File: config.mk
export PLATFORM = sky130hd
export DESIGN_NAME = lop_ram
export DESIGN_NICKNAME = d
export VERILOG_FILES = /design/src/sv/lop_ram.sv
export SDC_FILE = /design/constraint.sdc
export NUM_CORES = 1
export LEC_CHECK = 0
export BUFFER_PORTS_ARGS = -buffer_cell sky130_fd_sc_hd__buf_4
export CORE_MARGIN = 2
export CORE_UTILIZATION = 30
export DETAILED_ROUTE_END_ITERATION = 6
export PLACE_DENSITY_LB_ADDON = 0.08
export SLEW_MARGIN = 20
export SYNTH_ARGS = -nofsm -noshare
export SYNTH_HDL_FRONTEND = slang
export SYNTH_SLANG_ARGS = --single-unit
File: constraint.sdc
create_clock -name clk -period 6.3 [get_ports clk]
set_input_delay 0.945 -clock clk [delete_from_list [all_inputs] [get_ports clk]]
set_output_delay 0.945 -clock clk [all_outputs]
set_load 0.005 [all_outputs]
File: src/sv/lop_ram.sv
module lop_ram #(
    parameter int WIDTH = 8,
    parameter int DEPTH = 64
) (
    input  logic                     clk,
    input  logic                     we,
    input  logic [$clog2(DEPTH)-1:0] waddr,
    input  logic [WIDTH-1:0]         wdata,
    input  logic [$clog2(DEPTH)-1:0] raddr,
    output logic [WIDTH-1:0]         rdata
);

    logic [WIDTH-1:0] mem [DEPTH];

    always_ff @(posedge clk)
    begin
        if (we)
        begin
            mem[waddr] <= wdata;
        end
    end

    always_ff @(posedge clk)
    begin
        rdata <= mem[raddr];
    end

endmodule

# Yosys cells after proc, flatten, opt, wreduce, memory -nomap -nowiden
# Memories as Yosys holds them, arrays and structs flattened. A register that Yosys moved wholly into a read port is not among the register bits.
# Cells that the tools add are included.
[totals]
register_bits = 0
ram_bits = 512
inputBits = 22
out_inout_bits = 8
wordCells = 3
memories = 1
[memory_table]
columns = ["name", "words", "width", "rd", "rd_ports_with_merged_regs", "wr", "line", "source"]
rows = [
  ["mem", 64, 8, 1, 1, 1, "13", "logic [WIDTH-1:0] mem [DEPTH];"],
]
[op_classes]
mux = 2
[ops]
columns = ["operator", "n"]
rows = [
  ["two-way mux 1 bit", 2],
]

# Logic depth before layout (Yosys ltp)
[logic_depth]
depth_word = 2
ltp_mapped = 9
ltp_nobuf = 5

# Worst setup path after synthesis
# No wires, ideal clock.
[synth_timing]
path_type = "in2reg"
startpoint = "in raddr[1]"
endpoint = "reg rdata[3], read port of mem"
setup_ns = 0.128
t_arrival_ns = 2.485
t_required_ns = 6.172
setup_slack_ns = 3.687
cell_stages = 7
path_buffers = 3
cell_sequence = "buf_4 -> buf_2 -> buf_2 -> mux4_2 -> mux4_2 -> o21ai_1 -> o41ai_1"
[synth_lines]
columns = ["element", "line", "source"]
rows = [
  ["start, declared", "9", "input logic [$clog2(DEPTH)-1:0] raddr,"],
  ["end, declared", "10", "output logic [WIDTH-1:0] rdata"],
]

==> flow_summary.yaml <==
route:
  via_per_inst: 4.92
  postRouteAntennaNets: 0
  routed_wl_um: 52700
  vias: 9371
  drt_iter0_markers: 881
  drc: 0
  wl_per_cell_um: 27.7
  dr.pass1.iters: 5
synthesis:
  ys_top_cells_by_area: "edfxtp_1, mux4_2, nor2_1"
  ys_ff_latch: 520
  synth_edf_count: 512
  synth_area_per_cell_um2: 21.5
  synthesis.nets: 962
  synth_top_cells_by_count: "edfxtp_1, mux4_2, nor2_1, mux2i_1, nand2_1"
  yosysTopAreaCellShare_pct: 76.2
  async_flop_share_pct: 0
  synthesis.area_um2: 20200
  synth.distinct_cells: 40
  yosys.area.top_type: "edfxtp_1"
  syn_inst: 940
  ys.flop_type: "edfxtp_1"
  ys_seq_area_share_pct: 77.0
  yosysWarningCount: 0
  post-synth-top-count-cell: "edfxtp_1"
setup_path:
  cp_common_cell: "mux4_2"
  path_class: "input port to register"
  path_cells: "buf_8, buf_12, mux4_2, mux4_2, o21ai_1, o41ai_1"
  critical_path.startpoint_type: "input port"
  worstSetupEndpointType: "register"
  cp.arrival_ns: 3.71
  cp_max_fo: 56
  crit_required_ns: 6.73
  max_stage_delay_ns: 0.64
  crit_family: "multiplexers"
  path_buf_inv: 2
  slowest_stage: "mux4_2"
clock_network:
  numCtsBuffers: 57
  cts.repair.resized: 0
  path_clk_slew_ns: 0.06
  cts_buffer_depth: 3
  clk_latency_ns: 0.62
  cts_root_buffer: "clkbuf_16"
  h-tree-depth: 2
  cts.sinks: 520
  cts_tree: "yes"
  holdBufCountCts: 0
  post-cts-setup-buffers: 0
global_route:
  grt_pass1_vias: 9850
  grt_max_degree: 65
  grt_use_total_pct: 15.3
  antenna_found_initial: 1
  grt_pass1_wl_um: 75200
  overflow: 0
floorplanning:
  die_area_um2: 69300
  dieHeight_um: 263
  start_util_pct: 30.2
  row_count: 95
  pin_count: 30
  die_w_um: 263
  core_area_um2: 66800
sta:
  fin_tns_setup_ns: 0
  clock-skew-final_ns: 0.0213
  finalHoldWorstSlack_ns: 0.724
  drv_slew: 0
  setup-violations-final: 0
  hold_viol: 0
  rsz0062_at_grt: "false"
  fin_ws_ns: 3.02
  period_share_pct: 52.1
  finalCriticalPeriod_ns: 3.28
  worst_pin_slew_ns: 1.12
  relSlewSlack_pct: 24.8
  fmaxAchievable_mhz: 305
placement:
  numPortBuffers: 29
  finalWeightedCongestion: 0.733
  dp_slack_ns: 2.36
  hpwl_um: 30200
run:
  maxCapViolCount: 0
finish:
  drive_above_1_share_pct: 25.2
  syn2layout_area_growth_pct: 14.5
  fin_nets: 1007
  fillCellCount: 6247
power_and_ir_drop:
  power_density_nw_per_um2: 323
  ir_drop_mv: 0.199
  finalPower_mw: 7.47
  p_leak_nw: 7.03
min_path:
  min_path_type: "input port to register"
outcome:
  status: "finished clean"
## state kept, by name (all words and copies together) (netlist names)
signal	cells
rdata	8
mem	512
## cell families after synthesis
group	Yosys count	synth area share (%)
flip-flops	520	77.0
AO/OA/AOI/OAI	54	2.07
buffers and inverters	51	1.57
multiplexers	162	15.9
AND/OR/NAND/NOR	153	3.39
## cell usage in the layout, fill, tap and decap left out, types with 4 or more instances in the layout
master and n:
nor2_1 81, mux2_2 13, dfxtp_1 8, mux2i_1 23
a211oi_1 4, mux4_2 126, clkinv_2 11, a221oi_1 6
nor2b_1 14, o221ai_1 8, clkbuf_16 57, clkinv_1 9
nand2b_1 7, nand2_1 19, clkbuf_1 19, buf_4 33
nor3_1 5, bufinv_16 5, o22ai_1 8, edfxtp_1 512
nand3_1 13
## path summary, 6_finish.rpt
| path | from | end | slack (ns) | cells after the start |
|---|---|---|---|---|
| min reg2reg | mem[26][6] | rdata[6] | 0.81 | 3 |
| min | raddr[5] | rdata[6] | 0.72 | 2 |
| max | raddr[0] | rdata[5] | 3.02 | 6 |
| max reg2reg | mem[38][5] | rdata[5] | 4.02 | 4 |
## report_power, final
part / switching [mW] / total (mW) / leakage, nW / internal (mW)
Combinational: 0.233 / 0.367 / 1.48 / 0.134
Sequential: 0.0130 / 3.84 / 4.67 / 3.83
Clock: 1.36 / 3.26 / 0.885 / 1.89
Total: 1.61 / 7.47 / 7.03 / 5.86
## metrics by stage
step	util [%]	instances	area [um^2]
after detailed placement	31.9	1799	21300
after global routing	34.6	1905	23100
after global placement	31.9	1799	21300
final	34.6	1906	23100
after CTS	34.6	1905	23100
after floorplan	-	940	20200
## per-layer routing
layer  wire [um]  vias up  track usage [%]
li1            -     4034                -
met1       25200     5045             22.0
met2       24300      210             23.9
met3        1970       82             2.58
met4        1270        0             4.51
met5           0        -                0
## cell type report
class / instances / area, um^2 / area share (%)
repair buffers: 37 / 323 / 1.40
well taps: 873 / 1090 / 4.73
diodes: 1 / 2.50 / 0.0108
clock inverters: 28 / 280 / 1.21
multi-input cells: 369 / 4330 / 18.8
clock buffers: 78 / 1530 / 6.61
flip-flops and latches: 520 / 15500 / 67.3
No activity file was read; power rests on OpenSTA's default activity.
