==> src/sv/lop_pkg.sv <==
package lop_pkg;

    localparam int OUT_PAGE_W = 48;
    localparam int OCC_W      = 7;

    localparam logic [1:0] OP_SEARCH      = 2'd0;
    localparam logic [1:0] OP_APPEND      = 2'd1;
    localparam logic [1:0] OP_EVICT_OLD   = 2'd2;
    localparam logic [1:0] OP_EVICT_NAMED = 2'd3;

    localparam logic [1:0] ST_OK        = 2'd0;
    localparam logic [1:0] ST_NOT_FOUND = 2'd1;
    localparam logic [1:0] ST_FULL      = 2'd2;
    localparam logic [1:0] ST_DUP       = 2'd3;

    typedef struct packed {
        logic [1:0]            opcode;
        logic [OUT_PAGE_W-1:0] page_number;
        logic                  ref_bit_in;
        logic                  filter_bit_in;
        logic                  dirty_in;
    } req_t;

    typedef struct packed {
        logic [1:0]            status;
        logic [OUT_PAGE_W-1:0] page_out;
        logic                  ref_bit_out;
        logic                  filter_bit_out;
        logic                  dirty_out;
        logic [OCC_W-1:0]      occupancy;
    } rsp_t;

    typedef struct packed {
        logic clear;
        logic sample;
    } scan_ctl_t;

endpackage

==> src/sv/lop_scan.sv <==
module lop_scan #(
    parameter int KW = 48,
    parameter int IW = 6
) (
    input  logic               clk,
    input  logic               rst_n,
    input  lop_pkg::scan_ctl_t ctl,
    input  logic [KW-1:0]      probe,
    input  logic               rd_valid,
    input  logic [KW-1:0]      rd_key,
    input  logic [2:0]         rd_bits,
    input  logic [IW-1:0]      rd_idx,
    output logic               hit,
    output logic [IW-1:0]      hit_idx,
    output logic [2:0]         hit_bits,
    output logic               free_found,
    output logic [IW-1:0]      free_idx
);

    import lop_pkg::*;

    logic          hit_reg;
    logic          free_reg;
    logic [IW-1:0] hit_idx_reg;
    logic [2:0]    hit_bits_reg;
    logic [IW-1:0] free_idx_reg;
    logic          match;

    assign match = rd_valid && (rd_key == probe);

    always_ff @(posedge clk or negedge rst_n)
    begin
        if (!rst_n)
        begin
            hit_reg  <= 1'b0;
            free_reg <= 1'b0;
        end
        else if (ctl.clear)
        begin
            hit_reg  <= 1'b0;
            free_reg <= 1'b0;
        end
        else if (ctl.sample)
        begin
            if (match)
            begin
                hit_reg <= 1'b1;
            end
            if (!rd_valid)
            begin
                free_reg <= 1'b1;
            end
        end
    end

    // first hit and first free slot win
    always_ff @(posedge clk)
    begin
        if (ctl.sample && match && !hit_reg)
        begin
            hit_idx_reg  <= rd_idx;
            hit_bits_reg <= rd_bits;
        end
        if (ctl.sample && !rd_valid && !free_reg)
        begin
            free_idx_reg <= rd_idx;
        end
    end

    assign hit        = hit_reg;
    assign hit_idx    = hit_idx_reg;
    assign hit_bits   = hit_bits_reg;
    assign free_found = free_reg;
    assign free_idx   = free_idx_reg;

endmodule

==> config.mk <==
export PLATFORM = sky130hd
export DESIGN_NAME = lop_scan
export DESIGN_NICKNAME = d
export VERILOG_FILES = /design/src/sv/lop_pkg.sv /design/src/sv/lop_scan.sv
export SDC_FILE = /design/constraint.sdc
export NUM_CORES = 1
export LEC_CHECK = 0
export BUFFER_PORTS_ARGS = -buffer_cell sky130_fd_sc_hd__buf_2
export CAP_MARGIN = 0
export CORE_UTILIZATION = 33
export DETAILED_ROUTE_END_ITERATION = 7
export PLACE_DENSITY_LB_ADDON = 0.15
export RECOVER_POWER = 50
export SLEW_MARGIN = 20
export SYNTH_ARGS = -nofsm -noshare
export SYNTH_HDL_FRONTEND = slang
export SYNTH_SLANG_ARGS = --single-unit
export TNS_END_PERCENT = 10
==> constraint.sdc <==
create_clock -name clk -period 1.75 [get_ports clk]
set_clock_uncertainty 0.1 [all_clocks]
set_input_delay 0.175 -clock clk [delete_from_list [all_inputs] [get_ports clk]]
set_output_delay 0.175 -clock clk [all_outputs]
set_load 0.005 [all_outputs]
Word level (Yosys, flattened, before mapping)
Index checks and enable logic that the tools add are counted.
{"block": "word_totals", "register_bits": 17, "latchBits": 0, "mem_bits_rw": 0, "romBits": 0, "elab_cells": 25, "n_memories": 0}
{"block": "classes", "add_sub_neg": 0, "multipliers": 0, "div": 0, "order_cmp": 0, "n_eq_ne": 2, "n_shift": 0, "n_mux": 6, "bitwise": 0, "n_reduce_logical": 12}
{"operator": "48-bit == test", "count": 1}
{"operator": "1-bit 2-to-1 mux", "count": 6}
{"operator": "1-bit logical AND", "count": 5}
{"operator": "2-bit AND reduction", "count": 2}
{"operator": "2-bit nonzero test", "count": 2}
{"operator": "1-bit zero test", "count": 3}
{"operator": "2-bit != test (second input constant)", "count": 1}

Logic depth before layout (Yosys ltp)
Gate-level depths: netlist (run 1).
{"block": "logic_depth", "ltp_word": 5, "mapped_depth": 5}

Worst setup path after synthesis (run 1)
Ideal clock, no wire load.
{"block": "synth_timing", "path_kind": "in2reg", "start": "in probe[2]", "end": "reg hit_bits_reg[0], in the netlist hit_bits[0], enable pin", "setup_time_ns": 0.374, "t_arrival_ns": 1.473, "t_required_ns": 1.276, "path_slack_ns": -0.197, "cell_stages": 5, "path_buffers": 0, "cell_sequence": "nor2b_1 a2111o_1 nor4_1 nand4_1 nor2_1"}
{"block": "synth_between", "elab_chain_cells": 4}
{"element": "from (decl)", "line": "lop_scan.sv:8", "source": "input logic [KW-1:0] probe,"}
{"element": "48-bit == test", "line": "lop_scan.sv:29", "source": "assign match = rd_valid && (rd_key == probe);"}
{"element": "1-bit logical AND", "line": "lop_scan.sv:29"}
{"element": "1-bit logical AND (2 in a row)", "line": "lop_scan.sv:59", "source": "if (ctl.sample && match && !hit_reg)"}
{"element": "to (signal assigned)", "line": "lop_scan.sv:62", "source": "hit_bits_reg <= rd_bits;"}
{"element": "to (decl)", "line": "lop_scan.sv:25", "source": "logic [2:0] hit_bits_reg;"}
No other way between the ends.
A chain may end at the register's enable or synchronous reset.

Worst setup path after layout (run 1)
{"block": "layout_timing", "start": "in probe[2]", "end": "reg hit_idx_reg[0], in the netlist hit_idx[0], enable pin"}
{"block": "layout_between", "elab_chain_cells": 4}
{"element": "48-bit == test", "line": "lop_scan.sv:29"}
{"element": "1-bit logical AND", "line": "lop_scan.sv:29"}
{"element": "1-bit logical AND (2 in a row)", "line": "lop_scan.sv:59"}
{"element": "to (signal assigned)", "line": "lop_scan.sv:61", "source": "hit_idx_reg <= rd_idx;"}
{"element": "to (decl)", "line": "lop_scan.sv:24", "source": "logic [IW-1:0] hit_idx_reg;"}
No other way between the ends.

==> impl_results.md, run 1 <==
* Critical Path End Type: register
* Initial antenna violation count at 0
* Die Y at 59.6 µm
* VDD IR max at 226 µV
* Pwr Density at 480 nW/µm²
* Starting DRT DRC Count at 15
* Status: completed
* Synth Instances at 96
* I/O Buffers at 126
* Critical path class: primary input to register
* Synth Register Bits at 17
* CP startpoint kind: primary input
* Final ANT Viol Nets at 0
* Crit path launch: probe[2]
* First-pass GRT wire length at 4.59 mm
* Vias in the first global route at 1236
* Routed WL per cell at 10.6 µm
* Fin crit share at 93.8%
* RSZ-0062 raised after global routing: false
* Die X at 59.6 µm
* DP Cell Count at 272
* Layout cells sized above 1 at 54.7%
* DR WL met3 at 294 µm
* Hold slack at 0.110 ns
* Highest Signal Layer: met4
* Routed vias/inst at 4.39
* Most frequent cells in the layout: buf_2 (118), xnor2_1 (42), edfxtp_1 (15)
* Grt ovf at 0
* Final #Nets at 356
* Asr flop ratio synth at 11.8%
* Dpl hpwl at 2.66 mm
* Slew of the pin with the lowest slew margin at 0.264 ns
* Lkg Pwr at 0.887 nW
* Synth Flop Type: edfxtp_1
* Syn. warnings at 0
* CTS tree: built
* Maximum clock frequency at 609 MHz
* Area Growth Syn to Fin at 81.5%
* Gpl congestion at 0.720
* Sinks on Clock Net at 17
* CP arrival at 1.53 ns
* Row cnt at 20
* Total Wirelength at 3.07 mm
* DRC at 0
* TritonCTS Buffers at 3
* Hold Vio Cnt, Final at 0
* Critical Path End: hit_idx[0]
* Met1 wire length at 1.02 mm
* Synth top area share at 41.2%
* Core area at 3100 µm²
* Final std cells w/o fill at 289
* Slew Limit Fails at 0
* Final WS setup at 0.108 ns
* Clock Pin Slew Worst Setup and Hold Paths at 0.09 ns
* Sequential share of the synthesized area at 45.8%
* Post-synth top area cell: edfxtp_1
* Die area at 3550 µm²
* CTS HTree Levels at 1
* Total power at 0.000952 W
* Commonest non-fill, non-tap cell in the layout: buf_2
* Syn_nets at 206
* ANT cells at 0
* Mean post-synth cell area at 11.4 µm²
* Synth unique cells at 21
* R2R cell count at 2
* Critical path required time at 1.63 ns
* Top cells by area, synth: edfxtp_1 (41%), xnor2_1 (34%), nand4_1 (5.7%)
* Vias at 1270
* Largest net degree at the start of global routing at 11
* EDFF count, synth at 15
* Clock Tree Buf Depth at 2
* Reg2reg end: free_idx[3]
* Met2 WL post-DR at 1.70 mm
* Reg-to-reg setup timing slack at 0.60 ns
* Max-Cap Viols at 0
* Final min period at 1.64 ns
* DRT Pass-1 Iters at 4
* Setup WS pre-CTS at -0.246 ns
* Layout fillers at 301
* HP Class: primary input to asynchronous set/reset pin
* Root buffer cell: clkbuf_4
* Critical-path maximum fanout at 5
* Worst rel slew slack at 82.4%
* I/O pin count at 127
* Initial core utilization at 35.2%
* Gr usage total at 17.3%
* Reg-to-Reg Start: free_found
* Setup violations, final at 0
* Worst-skew pair later-pin latency at 0.28 ns
* Synthesized area at 1090 µm²
-- power breakdown --
group,total [W],internal [W],switching [W]
Combinational,0.000297,0.000190,0.000107
Clock,0.000203,0.0000848,0.000118
Sequential,0.000452,0.000450,0.00000239
-- Yosys cell counts, types with 2 or more instances --
library cell / number
nand4_1: 10
nor4_1: 2
nand2_1: 2
dfrtp_1: 2
xnor2_1: 42
inv_1: 4
nand2b_1: 3
nor2_1: 2
a21oi_1: 2
nor2b_1: 2
edfxtp_1: 15
-- through the flow --
step / utilization, % / instance area, µm² / setup TNS [ns]
after floorplan: - / 1100 / 0
after global placement: 59.0 / 1830 / -1.93
after detailed placement: 59.0 / 1830 / -2.21
after CTS: 63.5 / 1970 / 0
after global routing: 64.0 / 1980 / 0
final: 64.0 / 1980 / 0
-- critical path, cell delays in order --
cell	delay [ns]
buf_2	0.10
nor2b_1	0.12
a2111o_1	0.40
nor4_2	0.26
nand4_1	0.12
buf_4	0.17
nor2_4	0.18
-- repair_timing --
item                       4_1_cts  5_1_grt
setup buffers                    0        1
gates resized for setup          0        2
hold endpoints to repair        19        0
hold buffers                    11        0
setup endpoints to repair        0        9
-- routing by layer --
| metal | track usage [%] | vias up |
|---|---|---|
| li1 | - | 642 |
| met2 | 36.0 | 75 |
| met3 | 3.06 | 6 |
| met4 | 7.97 | 0 |
| met5 | 0 | - |
| met1 | 15.8 | 547 |
-- area by class of cell --
cell class | count | area, µm² | share of cell area (%)
multi-input cells | 75 | 599 | 30.2
inverters | 5 | 18.8 | 0.946
repair buffers | 144 | 783 | 39.5
clock inverters | 1 | 5.00 | 0.252
well taps | 44 | 55.1 | 2.77
clock buffers | 3 | 22.5 | 1.13
flip-flops and latches | 17 | 500 | 25.2
-- logic make-up (layout without fill, tap and decap cells) --
family,Yosys count,count (layout),synth area share (%)
buffers and inverters,5,153,1.72
AND/OR/NAND/NOR,25,26,13.8
flip-flops,17,17,45.8
AO/OA/AOI/OAI,6,6,4.23
XOR/XNOR,43,43,34.4
-- how the worst min path moves through the flow --
stage	from	endpoint	slack, ns	depth (start not counted)
finish	rst_n	hit	0.11	2
CTS	rst_n	hit	0.11	2
floorplan	rst_n	free_found	-0.22	0
global placement	rst_n	hit	-0.14	1
global route	rst_n	free_found	0.11	2
detailed placement	rst_n	hit	-0.13	1
No activity file was read; power rests on OpenSTA's default activity.
==> run 2, diff against run 1 <==
--- a/config.mk
+++ b/config.mk
@@ -6,7 +6,7 @@
 export NUM_CORES = 1
 export LEC_CHECK = 0
 export BUFFER_PORTS_ARGS = -buffer_cell sky130_fd_sc_hd__buf_2
-export CAP_MARGIN = 0
+export CAP_MARGIN = 20
 export CORE_UTILIZATION = 33
 export DETAILED_ROUTE_END_ITERATION = 7
 export PLACE_DENSITY_LB_ADDON = 0.15
==> constraint.sdc (replaced) <==
create_clock -name clk -period 1.8 [get_ports clk]
set_clock_uncertainty 0.1 [all_clocks]
set_input_delay 0.18 -clock clk [delete_from_list [all_inputs] [get_ports clk]]
set_output_delay 0.18 -clock clk [all_outputs]
set_load 0.005 [all_outputs]
==> run 2 against run 1 <==
Against the previous run: sequential cell count stayed put; sequential power is 3% lower; largest cell class unchanged; critical path type unchanged; setup slack better by 0.026 ns; die area stayed put.
==> impl_results.md, run 2 (same netlist as run 1, synthesis figures left out) <==
* Status: completed
* Hold Vio Cnt, Final at 0 (unchanged)
* Final min period at 1.67 ns
* Vias at 1269 (-0.079%)
* Critical path required time at 1.69 ns (+0.06 ns)
* Critical-path maximum fanout at 5 (unchanged)
* Largest net degree at the start of global routing at 11 (unchanged)
* R2R cell count at 2 (unchanged)
* Finished Cell Area at 1980 µm² (-0.31%)
* Layout cells sized above 1 at 54.3% (-0.41 points)
* I/O pin count at 127 (unchanged)
* Final ANT Viol Nets at 0 (unchanged)
* Commonest non-fill, non-tap cell in the layout: buf_2
* Reg2reg end: free_idx[3]
* Vias in the first global route at 1236 (unchanged)
* Dpl hpwl at 2.66 mm (unchanged)
* Initial antenna violation count at 0 (unchanged)
* Worst-skew pair later-pin latency at 0.28 ns (about the same)
* Setup violations, final at 0 (unchanged)
* First-pass GRT wire length at 4.59 mm (unchanged)
* CP startpoint kind: primary input
* Critical Path End Type: register
* Setup TNS at 0 ns (unchanged)
* I/O Buffers at 126 (unchanged)
* Die Y at 59.6 µm (unchanged)
* Gr usage total at 17.3% (unchanged)
* Row cnt at 20 (unchanged)
* Max-Cap Viols at 0 (unchanged)
* CTS HTree Levels at 1 (unchanged)
* VDD IR max at 220 µV (-2.5%)
* CTS tree: built
* Lkg Pwr at 0.887 nW (about the same)
* Sinks on Clock Net at 17 (unchanged)
* Crit path max-delay cell type: a2111o_1
* Critical path class: primary input to register
* Initial core utilization at 35.2% (unchanged)
* Core area at 3100 µm² (unchanged)
* Clock Pin Slew Worst Setup and Hold Paths at 0.09 ns (about the same)
* Slew of the pin with the lowest slew margin at 0.264 ns (-0.000211 ns)
* CP peak stage delay at 0.38 ns (-0.02 ns)
* HP Class: primary input to asynchronous set/reset pin
* Die X at 59.6 µm (unchanged)
* Area Growth Syn to Fin at 80.9%
* Total Wirelength at 3.05 mm (-0.39%)
* Final #Nets at 356 (unchanged)
* Worst rel slew slack at 82.4% (about the same)
* Root buffer cell: clkbuf_4
* Maximum clock frequency at 600 MHz
* Reg-to-reg setup timing slack at 0.65 ns (+0.05 ns)
* RSZ-0062 raised after global routing: false
* Placed Area at 1830 µm² (unchanged)
* Grt ovf at 0 (unchanged)
* Gpl congestion at 0.720 (unchanged)
* Die area at 3550 µm² (unchanged)
* Crit path cell chain: buf_2, nor2b_1, a2111o_1, nor4_1, nand4_1, buf_4, nor2_4
* Clock Tree Buf Depth at 2 (unchanged)
* Routed vias/inst at 4.39 (about the same)
* Starting DRT DRC Count at 13 (-2)
* CP arrival at 1.55 ns (+0.02 ns)
* ANT cells at 0 (unchanged)
* Reg-to-Reg Start: free_found
* Most frequent cells in the layout: buf_2 (118), xnor2_1 (42), edfxtp_1 (15)
* Routed WL per cell at 10.6 µm (-0.39%)
* Slew Limit Fails at 0 (unchanged)
* TritonCTS Buffers at 3 (unchanged)
* Fin crit share at 92.6%
* CP top delay family: simple AND/OR/NAND/NOR gates
* Critical path buffer and inverter count at 2 (unchanged)
* Pwr Density at 467 nW/µm² (-2.6%)
* DRC at 0 (unchanged)
* DRT Pass-1 Iters at 4 (unchanged)
run 2: changes by cell type in the layout (fill, tap and decap cells not counted):
| cell | change |
|---|---|
| nor4_2 | -1 |
| nor4_1 | +1 |
run 2: worst max path at each step:
stage / slack, ns / depth (start not counted) / from / endpoint
finish: 0.13 / 7 / probe[2] / hit_idx[0]
global route: 0.02 / 7 / probe[2] / hit_idx[3]
CTS: 0.11 / 6 / probe[2] / hit_idx[3]
detailed placement: -0.20 / 6 / probe[2] / hit_bits[1]
global placement: -0.17 / 6 / probe[2] / hit_bits[1]
floorplan: 0.06 / 5 / probe[2] / hit_bits[0]
run 2: what timing repair did:
item	4_1_cts	5_1_grt
endpoints found under the setup margin	0	9
hold buffers	11	0
hold endpoints to repair	18	0
buffers inserted	0	1
resized for setup	0	1
run 2: cell type report:
class | instances | area, µm²
timing repair buffer | 144 | 783
clock inverter | 1 | 5.00
clock buffer | 3 | 22.5
fill | 301 | 1120
inverter | 5 | 18.8
tap | 44 | 55.1
multi-input combinational | 75 | 593
sequential | 17 | 500
run 2: through the flow:
step,std cells,power [W],setup slack (ns),hold slack (ns),util [%]
after floorplan,96,0.000559,0.0602,-0.216,-
after global placement,272,0.000712,-0.170,-0.135,59.0
after detailed placement,272,0.000722,-0.201,-0.130,59.0
after CTS,287,0.000938,0.107,0.117,63.5
after global routing,289,0.000976,0.0150,0.115,63.7
final,289,0.000924,0.134,0.115,63.7
run 2: layer usage:
| metal | GRT usage, % | wire length [µm] |
|---|---|---|
| met4 | 7.97 | 51 |
| met5 | 0 | 0 |
| met2 | 36.0 | 1690 |
| met1 | 15.8 | 1010 |
| met3 | 3.06 | 294 |
run 2: where the power goes:
part	internal (W)	switching, W	total [W]
sequential	0.000437	0.00000230	0.000439
combinational	0.000184	0.000103	0.000287
clock	0.0000824	0.000115	0.000198
total	0.000704	0.000220	0.000924
==> run 3, diff against run 2 <==
--- a/config.mk
+++ b/config.mk
@@ -7,9 +7,9 @@
 export LEC_CHECK = 0
 export BUFFER_PORTS_ARGS = -buffer_cell sky130_fd_sc_hd__buf_2
 export CAP_MARGIN = 20
-export CORE_UTILIZATION = 33
+export CORE_UTILIZATION = 35
 export DETAILED_ROUTE_END_ITERATION = 7
-export PLACE_DENSITY_LB_ADDON = 0.15
+export PLACE_DENSITY = 0.89
 export RECOVER_POWER = 50
 export SLEW_MARGIN = 20
 export SYNTH_ARGS = -nofsm -noshare
==> constraint.sdc (replaced) <==
create_clock -name clk -period 2.05 [get_ports clk]
set_clock_uncertainty 0.1 [all_clocks]
set_input_delay 0.205 -clock clk [delete_from_list [all_inputs] [get_ports clk]]
set_output_delay 0.205 -clock clk [all_outputs]
set_load 0.005 [all_outputs]
==> run 3 against run 2 <==
Against the previous run: highest routed layer is now met3; largest cell class unchanged; setup slack improved by 0.30 ns; hold slack lost 0.11 ns; critical endpoint is now hit_idx[1]; register-to-register slack better by 0.24 ns; clock-buffer cell count rose by 1; sequential share of layout area is 1.8 points higher; the run now ends with DRC left; total power shrank 15%; largest power group unchanged; critical path depth is the same; global-route usage shrank 0.10 points; sequential cell count stayed put.
==> impl_results.md, run 3 (same netlist as run 1, synthesis figures left out) <==
* Status: finished with violations
* Failing checks: DRC
* M1 GR Usage at 18.8% (+3.0 points)
* Routed WL per cell at 10.6 µm (+0.68%)
* Final min period at 1.62 ns
* Initial core utilization at 38.3% (+3.1 points)
* Critical path class: primary input to register
* Vias at 1205 (-5.0%)
* Final #Nets at 344 (-3.4%)
* Root buffer cell: clkbuf_4
* Most frequent cells in the layout: buf_2 (122), xnor2_1 (42), edfxtp_1 (15)
* ANT cells at 0 (unchanged)
* CTS HTree Levels at 1 (unchanged)
* GRT met2 Usage at 34.8% (-1.1 points)
* CP arrival at 1.51 ns (-0.04 ns)
* TritonCTS Buffers at 3 (unchanged)
* Fin crit share at 79.1%
* Final ANT Viol Nets at 0 (unchanged)
* Vias in the first global route at 1156 (-6.5%)
* Critical Path End Type: register
* First-pass GRT wire length at 4.53 mm (-1.2%)
* Die area at 3350 µm² (-5.5%)
* Hold_sp: ctl[1]
* Clock Pin Slew Worst Setup and Hold Paths at 0.08 ns (about the same)
* Hold Vio Cnt, Final at 0 (unchanged)
* GRT busiest layer: met2
* Setup TNS at 0 ns (unchanged)
* Worst-skew pair later-pin latency at 0.27 ns (about the same)
* Setup violations, final at 0 (unchanged)
* Final std cells w/o fill at 264 (-8.7%)
* Critical-path maximum fanout at 9 (+4)
* Dpl hpwl at 2.62 mm (-1.6%)
* Sinks on Clock Net at 17 (unchanged)
* CTS tree: built
* Gr usage total at 17.2% (-0.10 points)
* Starting DRT DRC Count at 39 (+26)
* Sequential cell area at 500 µm² (unchanged)
* DRC at 8 (+8)
* Critical path required time at 1.94 ns (+0.25 ns)
* Pwr Density at 423 nW/µm² (-9.4%)
* Worst rel slew slack at 78.4% (-4.0 points)
* Lkg Pwr at 0.848 nW (-4.5%)
* Reg-to-reg setup timing slack at 0.89 ns (+0.24 ns)
* Slew Limit Fails at 0 (unchanged)
* Clock Tree Buf Depth at 2 (unchanged)
* DP Cell Count at 256 (-5.9%)
* Layout fillers at 244 (-19%)
* Grt ovf at 0 (unchanged)
* CP startpoint kind: primary input
* Die Y at 57.9 µm (-2.8%)
* Crit path launch: probe[2]
* I/O Buffers at 126 (unchanged)
* VDD IR max at 205 µV (-6.7%)
* Total Wirelength at 2.81 mm (-8.0%)
* Commonest non-fill, non-tap cell in the layout: buf_2
* Multi-input combinational cell area at 574 µm² (-3.2%)
* Slew of the pin with the lowest slew margin at 0.321 ns (+0.0569 ns)
* Gpl congestion at 0.734 (+1.9%)
* Maximum clock frequency at 617 MHz
* Layout cells sized above 1 at 55.8% (+1.5 points)
* I/O pin count at 127 (unchanged)
* Die X at 57.9 µm (-2.8%)
* Reg-to-Reg Start: free_found
* HP Class: primary input to register
* Core area at 2850 µm² (-8.1%)
* Area Growth Syn to Fin at 68.9%
* Largest net degree at the start of global routing at 10 (-1)
* Routed vias/inst at 4.56 (+3.9%)
* Met3 GRT Util at 2.01% (-1.0 points)
* RSZ-0062 raised after global routing: false
* Initial antenna violation count at 0 (unchanged)
* Max-Cap Viols at 0 (unchanged)
* Row cnt at 19 (-5.0%)
* DRT Pass-1 Iters at 6 (+2)
==> run 3: power by group <==
| group | internal, W | leakage [nW] | switching [W] | total [W] |
|---|---|---|---|---|
| combinational | 0.000149 | 0.669 | 0.0000877 | 0.000237 |
| sequential | 0.000384 | 0.164 | 0.00000176 | 0.000385 |
| clock | 0.0000752 | 0.0150 | 0.0000841 | 0.000159 |
| total | 0.000608 | 0.848 | 0.000174 | 0.000782 |
==> run 3: path summary, 6_finish.rpt <==
kind	to	cells after the start
max	hit_idx[1]	7
min	free_found	2
min reg2reg	free_found	2
max reg2reg	free_idx[1]	2
max in group asynchronous	hit	2
min in group asynchronous	free_found	2
==> run 3: layout make-up <==
class	instances	area share (%)
Clock buffer	4	1.42
Inverter	5	1.02
Multi-Input combinational cell	74	31.1
Sequential cell	17	27.1
Tap cell	31	2.10
Timing Repair Buffer	133	37.3
==> run 3: repair_timing <==
action	CTS	global route
hold buffers	3	1
resized for setup	0	0
endpoints found under the hold margin	4	1
buffers inserted	0	0
==> run 3: metal layers <==
layer	share of wire [%]	vias up	wire length [µm]
met5	0	-	0
met4	0	0	0
li1	-	615	-
met2	56	70	1560
met1	36	520	1020
met3	8.0	0	226
==> run 3: critical path, cell delays in order <==
cell and delay (ns):
buf_2 0.10, nor2b_1 0.12, a2111o_1 0.37, nor4_1 0.27, nand4_1 0.15, nor2_1 0.11, buf_4 0.18
==> run 3: metrics by stage <==
step                      utilization, %  power, W  hold WS [ns]  area (µm²)  setup WS (ns)
final                               64.7  0.000782       0.00812        1850          0.429
after global placement              62.6  0.000623        -0.105        1790          0.146
after detailed placement            62.6  0.000629        -0.106        1790         0.0995
after global routing                64.7  0.000835       0.00348        1850          0.321
after floorplan                        -  0.000491        -0.191        1090         0.0727
after CTS                           64.6  0.000792       0.00235        1840          0.398
